### src/rtl/prpm_pkg.sv
// ----------------------------------------------------------------------------
// prpm_pkg: shared types and constants of the pump rotation period monitor
// Status codes, controller command and status bundles, fixed arithmetic
// constants for the tolerance check and the rate divider.
// ----------------------------------------------------------------------------
package prpm_pkg;

	// Field widths
	localparam int unsigned PERIOD_W = 16;
	localparam int unsigned RATE_W   = 13;
	localparam int unsigned STATE_W  = 3;

	// Default tick length in ms
	localparam int unsigned TICK_MS_DEF = 5;

	// Tolerance check: 100*period against 101*expected and 99*expected
	localparam int unsigned CMP_W = PERIOD_W + 7;
	localparam logic [CMP_W-1:0] PCT_ONE = CMP_W'(100);
	localparam logic [CMP_W-1:0] PCT_HI  = CMP_W'(101);
	localparam logic [CMP_W-1:0] PCT_LO  = CMP_W'(99);

	// Rate divider: 60000 / period, one quotient bit per step
	localparam logic [PERIOD_W-1:0] RATE_NUM = PERIOD_W'(60000);
	localparam int unsigned DIV_CNT_W = $clog2(PERIOD_W);
	localparam logic [RATE_W-1:0] RATE_MAX = '1;

	// Rotations counter saturates here; running needs more than two
	localparam logic [1:0] ROT_MAX = 2'd3;

	// Reported pump status
	typedef enum logic [STATE_W-1:0] {
		ST_IDLE    = 3'd0,
		ST_STARTED = 3'd1,
		ST_RUNNING = 3'd2,
		ST_SLOW    = 3'd3,
		ST_FAST    = 3'd4,
		ST_NORMAL  = 3'd5
	} status_t;

	// Controller to datapath
	typedef struct packed {
		logic load;      // take the input beat, update counters
		logic eval;      // classify speed, seed divider
		logic div_step;  // one restoring divide step
		logic push;      // load the result register
	} cmd_t;

	// Datapath to controller
	typedef struct packed {
		logic edge_hit;  // beat carries an armed falling edge
		logic div_last;  // current divide step is the final one
	} sts_t;

endpackage

### src/rtl/prpm_in_if.sv
// ----------------------------------------------------------------------------
// prpm_in_if: input item channel
// Valid/ready channel carrying one tick or start command per beat.
// ----------------------------------------------------------------------------
interface prpm_in_if;
	logic valid;
	logic ready;
	logic func;
	logic marker;

	modport source (output valid, output func, output marker, input ready);
	modport sink   (input valid, input func, input marker, output ready);
endinterface

### src/rtl/prpm_out_if.sv
// ----------------------------------------------------------------------------
// prpm_out_if: result channel
// Valid/ready channel carrying one status report per beat.
// ----------------------------------------------------------------------------
interface prpm_out_if;
	logic               valid;
	logic               ready;
	logic [2:0]         pump_state;
	logic [15:0]        period_ms;
	logic signed [15:0] period_delta;
	logic [12:0]        rate_per_min;

	modport source (output valid, output pump_state, output period_ms,
		output period_delta, output rate_per_min, input ready);
	modport sink   (input valid, input pump_state, input period_ms,
		input period_delta, input rate_per_min, output ready);
endinterface

### src/rtl/prpm_ctrl.sv
// ----------------------------------------------------------------------------
// prpm_ctrl: sequencing controller
// Accepts one beat at a time, runs classification and the divide on a
// measured edge, then hands the result to the output register.
// ----------------------------------------------------------------------------
module prpm_ctrl (
	input  logic            clk,
	input  logic            arst_n,
	input  logic            item_valid,
	output logic            item_ready,
	output logic            result_valid,
	input  logic            result_ready,
	input  prpm_pkg::sts_t  sts,
	output prpm_pkg::cmd_t  cmd
);
	import prpm_pkg::*;

	typedef enum logic [3:0] {
		S_IDLE = 4'b0001,
		S_EVAL = 4'b0010,
		S_DIV  = 4'b0100,
		S_PUSH = 4'b1000
	} fsm_t;

	fsm_t state_q, state_nxt;
	logic out_valid_q;

	// Next state and commands
	always_comb begin
		state_nxt  = state_q;
		cmd        = '0;
		item_ready = 1'b0;
		unique case (state_q)
			S_IDLE: begin
				item_ready = 1'b1;
				if (item_valid) begin
					cmd.load  = 1'b1;
					state_nxt = sts.edge_hit ? S_EVAL : S_PUSH;
				end
			end
			S_EVAL: begin
				cmd.eval  = 1'b1;
				state_nxt = S_DIV;
			end
			S_DIV: begin
				cmd.div_step = 1'b1;
				if (sts.div_last) begin
					state_nxt = S_PUSH;
				end
			end
			S_PUSH: begin
				if (!out_valid_q || result_ready) begin
					cmd.push  = 1'b1;
					state_nxt = S_IDLE;
				end
			end
			default: begin
				state_nxt = S_IDLE;
			end
		endcase
	end

	// State register
	always_ff @(posedge clk or negedge arst_n) begin
		if (!arst_n) begin
			state_q <= S_IDLE;
		end else begin
			state_q <= state_nxt;
		end
	end

	// Hold result valid until taken
	always_ff @(posedge clk or negedge arst_n) begin
		if (!arst_n) begin
			out_valid_q <= 1'b0;
		end else if (cmd.push) begin
			out_valid_q <= 1'b1;
		end else if (result_ready) begin
			out_valid_q <= 1'b0;
		end
	end

	assign result_valid = out_valid_q;

endmodule

### src/rtl/prpm_dp.sv
// ----------------------------------------------------------------------------
// prpm_dp: measurement datapath
// Tick counter, edge detect, period latch, tolerance compare, restoring
// divider for the rate, expected-period register and result register.
// ----------------------------------------------------------------------------
module prpm_dp #(
	parameter int unsigned TICK_MS = prpm_pkg::TICK_MS_DEF
) (
	input  logic                               clk,
	input  logic                               arst_n,
	input  logic                               cfg_we,
	input  logic [prpm_pkg::PERIOD_W-1:0]      cfg_wdata,
	input  logic                               func,
	input  logic                               marker,
	input  prpm_pkg::cmd_t                     cmd,
	output prpm_pkg::sts_t                     sts,
	output logic [prpm_pkg::STATE_W-1:0]       res_state,
	output logic [prpm_pkg::PERIOD_W-1:0]      res_period,
	output logic signed [prpm_pkg::PERIOD_W-1:0] res_delta,
	output logic [prpm_pkg::RATE_W-1:0]        res_rate
);
	import prpm_pkg::*;

	localparam int unsigned TW     = $clog2(TICK_MS + 1);
	localparam int unsigned PROD_W = PERIOD_W + TW;

	// Measurement state
	status_t               status_q;
	logic                  armed_q;
	logic                  last_marker_q;
	logic [PERIOD_W-1:0]   tick_q;
	logic [PERIOD_W-1:0]   period_q;
	logic [1:0]            rot_q;
	logic [RATE_W-1:0]     rate_q;
	logic [PERIOD_W-1:0]   expected_q;

	// Divider
	logic [PERIOD_W-1:0]   rem_q;
	logic [PERIOD_W-1:0]   quot_q;
	logic [DIV_CNT_W-1:0]  cnt_q;

	logic                  fall;
	logic [PERIOD_W-1:0]   tick_inc;
	logic [PROD_W-1:0]     prod;
	logic [PERIOD_W-1:0]   period_new;
	logic [CMP_W-1:0]      lhs;
	logic [CMP_W-1:0]      rhs_hi;
	logic [CMP_W-1:0]      rhs_lo;
	logic [PERIOD_W:0]     trial;
	logic                  qbit;
	logic [PERIOD_W-1:0]   rem_nxt;
	logic [PERIOD_W-1:0]   quot_nxt;
	logic [RATE_W-1:0]     rate_sat;

	// Edge detect and period in ms
	assign fall     = !func && !marker && last_marker_q;
	assign tick_inc = (tick_q == '1) ? tick_q : tick_q + PERIOD_W'(1);
	assign prod     = PROD_W'(tick_inc) * PROD_W'(TICK_MS);
	assign period_new = (|prod[PROD_W-1:PERIOD_W]) ? '1 : prod[PERIOD_W-1:0];

	assign sts.edge_hit = fall && armed_q;
	assign sts.div_last = (cnt_q == '1);

	// Tolerance products
	assign lhs    = CMP_W'(period_q) * PCT_ONE;
	assign rhs_hi = CMP_W'(expected_q) * PCT_HI;
	assign rhs_lo = CMP_W'(expected_q) * PCT_LO;

	// One restoring divide step
	assign trial    = {rem_q, quot_q[PERIOD_W-1]};
	assign qbit     = (trial >= {1'b0, period_q});
	assign rem_nxt  = qbit ? PERIOD_W'(trial - {1'b0, period_q}) : trial[PERIOD_W-1:0];
	assign quot_nxt = {quot_q[PERIOD_W-2:0], qbit};
	assign rate_sat = (|quot_nxt[PERIOD_W-1:RATE_W]) ? RATE_MAX : quot_nxt[RATE_W-1:0];

	// Expected period register
	always_ff @(posedge clk or negedge arst_n) begin
		if (!arst_n) begin
			expected_q <= '0;
		end else if (cfg_we) begin
			expected_q <= cfg_wdata;
		end
	end

	// Measurement state update
	always_ff @(posedge clk or negedge arst_n) begin
		if (!arst_n) begin
			status_q      <= ST_IDLE;
			armed_q       <= 1'b0;
			last_marker_q <= 1'b1;
			tick_q        <= '0;
			period_q      <= '0;
			rot_q         <= '0;
			rate_q        <= '0;
			cnt_q         <= '0;
		end else begin
			if (cmd.load) begin
				if (func) begin
					status_q <= ST_STARTED;
				end else begin
					tick_q        <= tick_inc;
					last_marker_q <= marker;
					if (status_q == ST_STARTED && rot_q == ROT_MAX) begin
						status_q <= ST_RUNNING;
					end
					if (fall) begin
						tick_q <= '0;
						if (!armed_q) begin
							armed_q <= 1'b1;
						end else begin
							period_q <= period_new;
							if (rot_q != ROT_MAX) begin
								rot_q <= rot_q + 2'd1;
							end
						end
					end
				end
			end
			// Classify speed unless just started
			if (cmd.eval) begin
				cnt_q <= '0;
				if (status_q != ST_STARTED) begin
					priority if (lhs > rhs_hi) begin
						status_q <= ST_SLOW;
					end else if (lhs < rhs_lo) begin
						status_q <= ST_FAST;
					end else begin
						status_q <= ST_NORMAL;
					end
				end
			end
			// Advance divider, latch rate on the final step
			if (cmd.div_step) begin
				cnt_q <= cnt_q + DIV_CNT_W'(1);
				if (sts.div_last) begin
					rate_q <= rate_sat;
				end
			end
		end
	end

	// Divider payload
	always_ff @(posedge clk) begin
		if (cmd.eval) begin
			rem_q  <= '0;
			quot_q <= RATE_NUM;
		end else if (cmd.div_step) begin
			rem_q  <= rem_nxt;
			quot_q <= quot_nxt;
		end
	end

	// Result register
	always_ff @(posedge clk) begin
		if (cmd.push) begin
			res_state  <= status_q;
			res_period <= period_q;
			res_delta  <= $signed(period_q - expected_q);
			res_rate   <= rate_q;
		end
	end

endmodule

### src/rtl/pump_rotation_period_monitor.sv
// ----------------------------------------------------------------------------
// pump_rotation_period_monitor: rotation period tachometer for a pump
// Measures ticks between marker falling edges, reports status, period,
// deviation from the expected period and rotations per minute.
// ----------------------------------------------------------------------------
// Usage:
//   item   : one beat per tick (func 0, marker sample) or start (func 1).
//   result : exactly one status report per accepted item, in order.
//   cfg_we/cfg_wdata : expected period in ms; write only while idle.
// Sequence:
//   A tick without a measured edge, or a start, is latched on acceptance
//   and then loaded into the result register. A tick that closes a rotation
//   is latched, classified, run through 16 steps of the restoring divider
//   that forms 60000 / period, then loaded into the result register.
//   Items are processed one at a time.
// Reset:
//   Status idle, not armed, marker history high, counters and period zero,
//   expected period zero. No clearing pass is needed.
// Stall:
//   A finished result waits in the output register; the next item is
//   accepted and processed meanwhile, and its result loads once taken.
// ----------------------------------------------------------------------------
module pump_rotation_period_monitor #(
	parameter int unsigned TICK_MS = prpm_pkg::TICK_MS_DEF
) (
	input  logic                          clk,
	input  logic                          arst_n,
	input  logic                          cfg_we,
	input  logic [prpm_pkg::PERIOD_W-1:0] cfg_wdata,
	prpm_in_if.sink                       item,
	prpm_out_if.source                    result
);
	import prpm_pkg::*;

	cmd_t cmd;
	sts_t sts;

	prpm_ctrl u_ctrl (
		.clk          (clk),
		.arst_n       (arst_n),
		.item_valid   (item.valid),
		.item_ready   (item.ready),
		.result_valid (result.valid),
		.result_ready (result.ready),
		.sts          (sts),
		.cmd          (cmd)
	);

	prpm_dp #(
		.TICK_MS (TICK_MS)
	) u_dp (
		.clk        (clk),
		.arst_n     (arst_n),
		.cfg_we     (cfg_we),
		.cfg_wdata  (cfg_wdata),
		.func       (item.func),
		.marker     (item.marker),
		.cmd        (cmd),
		.sts        (sts),
		.res_state  (result.pump_state),
		.res_period (result.period_ms),
		.res_delta  (result.period_delta),
		.res_rate   (result.rate_per_min)
	);

	// No second beat while one is in work
	a_one_in_flight: assert property (@(posedge clk) disable iff (!arst_n)
		item.valid && item.ready |=> !item.ready)
		else $error("second item accepted while busy");

	// Divider never runs while the input side is open
	a_div_exclusive: assert property (@(posedge clk) disable iff (!arst_n)
		item.ready |-> !cmd.div_step && !cmd.eval)
		else $error("divider active while idle");

	// A result is loaded only into a free or draining output register
	a_no_overwrite: assert property (@(posedge clk) disable iff (!arst_n)
		cmd.push |-> !result.valid || result.ready)
		else $error("result overwritten before taken");

endmodule
### src/flat_wrapper.sv
// flat-port wrapper written by rule: the top's interface ports become plain ports
module pump_rotation_period_monitor_flat import prpm_pkg::*;
#(
	parameter int unsigned TICK_MS = prpm_pkg::TICK_MS_DEF
)
  (clk, arst_n, cfg_we, cfg_wdata, item_valid, item_func, item_marker, item_ready, result_valid, result_pump_state, result_period_ms, result_period_delta, result_rate_per_min, result_ready);
  prpm_in_if item_i ();
  prpm_out_if result_i ();
  input  logic clk;
  input  logic arst_n;
  input  logic cfg_we;
  input  logic [prpm_pkg::PERIOD_W-1:0] cfg_wdata;
  input wire logic [$bits(item_i.valid)-1:0] item_valid;
  input wire logic [$bits(item_i.func)-1:0] item_func;
  input wire logic [$bits(item_i.marker)-1:0] item_marker;
  output wire logic [$bits(item_i.ready)-1:0] item_ready;
  output wire logic [$bits(result_i.valid)-1:0] result_valid;
  output wire logic [$bits(result_i.pump_state)-1:0] result_pump_state;
  output wire logic [$bits(result_i.period_ms)-1:0] result_period_ms;
  output wire logic [$bits(result_i.period_delta)-1:0] result_period_delta;
  output wire logic [$bits(result_i.rate_per_min)-1:0] result_rate_per_min;
  input wire logic [$bits(result_i.ready)-1:0] result_ready;
  assign item_i.valid = item_valid;
  assign item_i.func = item_func;
  assign item_i.marker = item_marker;
  assign item_ready = item_i.ready;
  assign result_valid = result_i.valid;
  assign result_pump_state = result_i.pump_state;
  assign result_period_ms = result_i.period_ms;
  assign result_period_delta = result_i.period_delta;
  assign result_rate_per_min = result_i.rate_per_min;
  assign result_i.ready = result_ready;
  pump_rotation_period_monitor #(.TICK_MS(TICK_MS)) u_core (.clk(clk), .arst_n(arst_n), .cfg_we(cfg_we), .cfg_wdata(cfg_wdata), .item(item_i), .result(result_i));
endmodule
### config.mk
export PLATFORM = sky130hd
export DESIGN_NAME = pump_rotation_period_monitor_flat
export DESIGN_NICKNAME = d
export VERILOG_FILES = /design/src/rtl/prpm_pkg.sv /design/src/rtl/prpm_in_if.sv /design/src/rtl/prpm_out_if.sv /design/src/rtl/prpm_ctrl.sv /design/src/rtl/prpm_dp.sv /design/src/rtl/pump_rotation_period_monitor.sv /design/src/flat_wrapper.sv
export SDC_FILE = /design/constraint.sdc
export NUM_CORES = 1
export LEC_CHECK = 0
export BUFFER_PORTS_ARGS = -buffer_cell sky130_fd_sc_hd__buf_4
export CAP_MARGIN = 10
export CORE_MARGIN = 2
export CORE_UTILIZATION = 55
export DETAILED_ROUTE_END_ITERATION = 12
export GPL_ROUTABILITY_DRIVEN = 0
export PLACE_DENSITY = 0.73
export SLEW_MARGIN = 20
export SYNTH_ARGS = -nofsm -noshare
export SYNTH_HDL_FRONTEND = slang
export SYNTH_SLANG_ARGS = --single-unit
### constraint.sdc
create_clock -name clk -period 13.22 [get_ports clk]
set_clock_uncertainty 0.2 [all_clocks]
set_input_delay 2.644 -clock clk [delete_from_list [all_inputs] [get_ports clk]]
set_output_delay 2.644 -clock clk [all_outputs]
set_load 0.1 [all_outputs]
[After elaboration in Yosys (flattened, before gate mapping)]
Index checks and enable logic that the tools add are counted.
Storage, ports and cells
  input bits: 23
  flip-flop bits (word level): 157
  output and inout bits: 50
  logic and storage cells: 89
Cells by class
  $lt $le $gt $ge: 3
  reduce and logical (&&, ||, !) cells: 18
  add/subtract/negate cells: 5
  equality and inequality tests: 13
  muxes and demuxes: 28
  multiply operators: 4
  bitwise operators: 1
Operators with widths (count)
  2-to-1 mux 16 bit: 4
  multiplier 16 x 7 -> 23 bit (second input constant): 2
  subtractor 16 bit: 2
  2-to-1 mux 4 bit: 6
  > comparator 23 bit: 1
  < comparator 23 bit: 1
  multiplier 16 x 5 -> 21 bit (second input constant): 1
  multiplier 16 x 3 -> 19 bit (second input constant): 1
  2-to-1 mux 3 bit: 6
  >= comparator 17 x 16 -> 1 bit: 1
  adder 16 x 1 -> 16 bit (second input constant): 1
  equality test 16 bit (second input constant): 1
  one-hot mux 4 bit (4 select lines): 1
  2-to-1 mux 13 bit: 1
  2-to-1 mux 1 bit: 10
  equality test 4 bit (second input constant): 2
  inequality test 2 bit (second input constant): 3
  AND reduction 3 bit: 2
  OR reduction 3 bit: 2
  AND reduction 5 bit: 1
  adder 4 x 1 -> 4 bit (second input constant): 1
  equality test 4 x 1 -> 1 bit (second input constant): 1
  equality test 4 x 2 -> 1 bit (second input constant): 1
  equality test 4 x 3 -> 1 bit (second input constant): 1
  other kinds (12): 19

[Logic depth before layout (Yosys ltp)]
  depth after elaboration: 7
  gate-level depth with buffers: 26
  gate-level depth less buffers: 26

[Modules after synthesis]
From an unflattened synthesis, not the netlist that was laid out.
Second synthesis, totals
  cell total of the unflattened synthesis: 1535
  area, all modules: 14636.5 sq um
By module, submodules not included
  prpm_dp: area an instance 14350.0 sq um, seq. area each 3885.0 sq um, instances 1, cells an instance 1507
  prpm_ctrl: area an instance 286.5 sq um, seq. area each 126.4 sq um, instances 1, cells an instance 28

[Least setup slack after synthesis]
OpenSTA, ideal clock, no wires.
  path type: input port to flip-flop
  from: in result_ready
  to: reg u_core.u_dp.res_delta[0] (netlist bit), enable pin
  slack: 7838 ps
  data arrival time: 4729 ps
  cell stages on the path: 2
  library setup time: 454 ps
  data required time: 12566 ps
  buffers on the path: 0
  path through: nor2b_1 > nor2_1
RTL lines
  start, declared: line flat_wrapper.sv:22  | input wire logic [$bits(result_i.ready)-1:0] result_ready;
  end signal, assigned: line prpm_dp.sv:158  | res_delta <= $signed(period_q - expected_q);
  end, declared: line prpm_dp.sv:19  | output logic signed [prpm_pkg::PERIOD_W-1:0] res_delta,

[Worst setup path after layout]
  from: reg u_core.u_dp.expected_q[5]
  to: reg u_core.u_dp.status_q[0]
On the way
  word-level cells in the longest chain between the ends: 6
  elaborated cells on any way between the ends: 8
  classes of those cells: mul: 2; order compare: 2; mux: 4
Ends and longest elaborated chain
  start, declared: line prpm_dp.sv:35  | logic [PERIOD_W-1:0] expected_q;
  start signal, assigned: line prpm_dp.sv:81  | expected_q <= cfg_wdata;
  multiplier 16 x 7 -> 23 bit: line prpm_dp.sv:67  | assign rhs_lo = CMP_W'(expected_q) * PCT_LO;
  < comparator 23 bit: line prpm_dp.sv:125  | end else if (lhs < rhs_lo) begin
  2-to-1 mux 1 bit: line prpm_dp.sv:125
  2-to-1 mux 3 bit *: line prpm_dp.sv:123  | priority if (lhs > rhs_hi) begin
  2-to-1 mux 3 bit *: line prpm_dp.sv:122  | if (status_q != ST_STARTED) begin
  2-to-1 mux 3 bit *: line prpm_dp.sv:120  | if (cmd.eval) begin
  end signal, assigned: line prpm_dp.sv:124  | status_q <= ST_SLOW;
  end signal, assigned: line prpm_dp.sv:126  | status_q <= ST_FAST;
  end signal, assigned: line prpm_dp.sv:128  | status_q <= ST_NORMAL;
  end, declared: line prpm_dp.sv:28  | status_t status_q;
Mark *: on every way between the ends. The rest lies on a longest branch, timed or not.
A chain may end at the register's enable or synchronous reset.

==> flow_metrics.py <==
metrics = {
    "status": {
        "status": "completed",
    },
    "synthesis": {
        "synth_top_flop_cell": "dfrtp_1",
        "synth_xor_area_share_pct": 5.67,
        "ys_seq_area_share_pct": 27.7,
        "synth_top_family_by_area": "adder cells",
        "ys_ff_latch": 157,
        "synth.area.mux_share_pct": 1.64,
        "yosysTopAreaCell": "ha_1",
        "syn_inst": 1532,
        "yosysMostFrequentCell": "ha_1",
        "yosysTopAreaCellShare_pct": 23.1,
        "synth-edff-count": 48,
        "synth_cell_type_count": 84,
        "syn-num-nets": 1876,
        "synth.cell_area_um2": 14500,
        "synthTopCellsByCount": "ha_1 (268), inv_1 (189), a21oi_1 (114), nand2_1 (107), o21ai_0 (84)",
        "synthArstFlopShare_pct": 49.0,
        "postSynthAreaPerCell_um2": 9.46,
        "synth-compound-area-share_pct": 16.6,
        "synth-simple-area-share_pct": 12.3,
        "synthAdderAreaFrac_pct": 30.5,
        "yosys-top-cells-area": "ha_1 (23%), dfrtp_1 (13%), edfxtp_1 (9.9%)",
        "yosysWarnings": 0,
    },
    "floorplanning": {
        "rows": 59,
        "fp.dieH_um": 166,
        "coreArea_um2": 26000,
        "initial_core_util_pct": 55.8,
        "die_w_um": 166,
        "dieArea_um2": 27700,
        "num_io_pins": 73,
    },
    "sta": {
        "drv_slew": 0,
        "timing.final.crit_period_ns": 6.01,
        "hold_viol": 0,
        "timing.final.crit_share_pct": 45.4,
        "max_freq_mhz": 167,
        "maxSlewHeadroom_pct": 26.3,
        "setup_viol": 0,
        "rsz0062_at_grt": "false",
        "tns_ns": 0,
        "tightest_slew_ns": 1.10,
    },
    "critical_path": {
        "worstPathRequired_ns": 13.33,
        "path_class": "flip-flop to flip-flop",
        "startpoint_type": "flip-flop",
        "cp.arrival_ns": 6.11,
        "crit_path_end_kind": "flip-flop",
        "rr_endpoint": "u_core.u_dp.status_q[0]",
        "rrSetupSlack_ns": 7.21,
        "r2r_start": "u_core.u_dp.expected_q[5]",
        "reg2reg_depth": 23,
        "worstPathMaxFanout": 7,
    },
    "grt": {
        "antenna_found_initial": 0,
        "grt_pass1_wl_mm": 56.9,
        "grt_pass1_vias": 11300,
        "grt_busiest_layer": "met2",
        "grt_use_met1_pct": 33.9,
        "grtUsageMet3_pct": 3.15,
        "grt_use_total_pct": 25.2,
        "gr-usage-met2_pct": 43.3,
        "grt_start_max_net_pins": 54,
        "overflow": 0,
    },
    "clock_tree": {
        "cts.sinks": 157,
        "cts_root_buf": "clkbuf_16",
        "clk_pin_slew_worst_paths_ns": 0.08,
        "hold_buffers": 0,
        "post-cts-setup-buffers": 0,
        "htree_levels": 4,
        "cts_buffer_depth": 2,
        "cts_tree": "built",
        "cts_resized": 0,
        "cts_buffers": 17,
        "clock_latency_ns": 0.44,
    },
    "final_layout": {
        "layout-drive-gt1-share_pct": 9.64,
        "layout.nets": 1950,
        "area_delta_synth_final_pct": 10.5,
        "antenna_cells": 0,
    },
    "detailed_routing": {
        "drc_errors": 0,
        "drtAntennaViolNets": 0,
        "wl_mm": 33.8,
        "routedWlPerCell_um": 17.3,
        "num_vias": 11300,
        "drtPass1Iterations": 5,
        "viasPerCell": 5.79,
        "drt_iter0_drc": 720,
    },
    "job": {
        "cap_violations": 0,
    },
    "hold_path": {
        "min_from": "u_core.u_dp.rate_q[9]",
        "min_path_cells": 0,
        "hold_end": "u_core.u_dp.res_rate[9]",
        "hold_path_class": "flip-flop to flip-flop",
    },
    "placement": {
        "dp_hpwl_mm": 25.8,
        "io_buffers": 72,
    },
}
cell type report:
cell class	count	area (um^2)
clock buffers	18	429
clock inverters	14	155
fillers	2204	9970
inverters	189	709
multi-input cells	1162	9700
flip-flops and latches	157	4010
well taps	335	419
repair buffers	79	593
worst max-delay path by stage:
stage,start,endpoint,slack (ns)
floorplan,result_ready,u_core.u_dp.res_delta[0],7.84
global placement,u_core.u_dp.expected_q[3],u_core.u_dp.status_q[0],7.53
detailed placement,u_core.u_dp.expected_q[3],u_core.u_dp.status_q[0],7.35
CTS,u_core.u_dp.expected_q[5],u_core.u_dp.status_q[0],7.32
global route,u_core.u_dp.expected_q[3],u_core.u_dp.status_q[0],6.96
finish,u_core.u_dp.expected_q[5],u_core.u_dp.status_q[0],7.21
flip-flops by register name, indices dropped and copies added, names as in the netlist, 2 cells and up:
name	flops
u_core.u_dp.quot_q	16
u_core.u_dp.rem_q	16
u_core.u_dp.tick_q	16
u_core.u_ctrl.state_q	4
u_core.u_dp.cnt_q	4
u_core.u_dp.rate_q	13
u_core.u_dp.expected_q	16
u_core.u_dp.res_period	16
u_core.u_dp.res_delta	16
u_core.u_dp.status_q	3
u_core.u_dp.res_rate	13
u_core.u_dp.res_state	3
u_core.u_dp.period_q	16
u_core.u_dp.rot_q	2
stage by stage:
stage	instance area (um^2)	util, %	setup slack, ns	hold WS (ns)	instances
6_report	16000	61.6	7.21	0.246	1954
4_1_cts	16000	61.6	7.32	0.245	1954
2_1_floorplan	14500	-	7.84	0.225	1532
5_1_grt	16000	61.6	6.96	0.267	1954
3_5_place_dp	15400	59.4	7.35	0.234	1922
3_3_place_gp	15400	59.4	7.53	0.238	1922
worst max-delay path: stages (launching register included):
cell and delay (ns):
dfrtp_1 0.52, ha_1 0.41, xor2_1 0.22, ha_1 0.28
ha_1 0.28, inv_1 0.06, fa_1 0.50, inv_1 0.04
ha_1 0.34, and3_1 0.23, and3_1 0.19, a21oi_1 0.20
o311ai_2 0.20, a41oi_2 0.30, o21bai_1 0.09, a21oi_1 0.17
xor2_1 0.21, ha_1 0.28, a21o_1 0.17, a21o_1 0.17
a21oi_1 0.13, o21ai_0 0.10, a2111oi_0 0.50, a21oi_1 0.09
cell usage in the layout (no fill, tap or decap), drive strengths merged, types with 7 or more instances in the layout:
| master | instances |
|---|---|
| a21o | 43 |
| a21oi | 114 |
| a22o | 10 |
| a31oi | 11 |
| and2 | 7 |
| and3 | 12 |
| buf | 79 |
| clkbuf | 18 |
| dfrtp | 75 |
| dfxtp | 32 |
| edfxtp | 48 |
| fa | 53 |
| ha | 268 |
| inv | 195 |
| mux2i | 20 |
| nand2 | 107 |
| nand2b | 15 |
| nand3 | 31 |
| nand4 | 19 |
| nor2 | 76 |
| nor2b | 16 |
| nor3 | 33 |
| o211ai | 9 |
| o21a | 19 |
| o21ai | 88 |
| o22a | 12 |
| o31ai | 15 |
| or2 | 10 |
| or3 | 11 |
| xnor2 | 60 |
| xor2 | 33 |
routing by layer:
| metal | vias to the layer above | share of wire [%] |
|---|---|---|
| met5 | - | 0 |
| met4 | 0 | 1.9 |
| met3 | 37 | 4.1 |
| met2 | 239 | 49 |
| met1 | 5447 | 45 |
| li1 | 5587 | - |
cells by family after synthesis:
family | after synthesis
AO/OA/AOI/OAI | 370
AND/OR/NAND/NOR | 355
adder cells (fa/ha/maj) | 321
XOR/XNOR | 93
buffers and inverters | 213
flip-flops | 157
multiplexers | 23
Power is not shown: default switching activity piles up to over one toggle a cycle in this logic, so the estimate is an artifact.
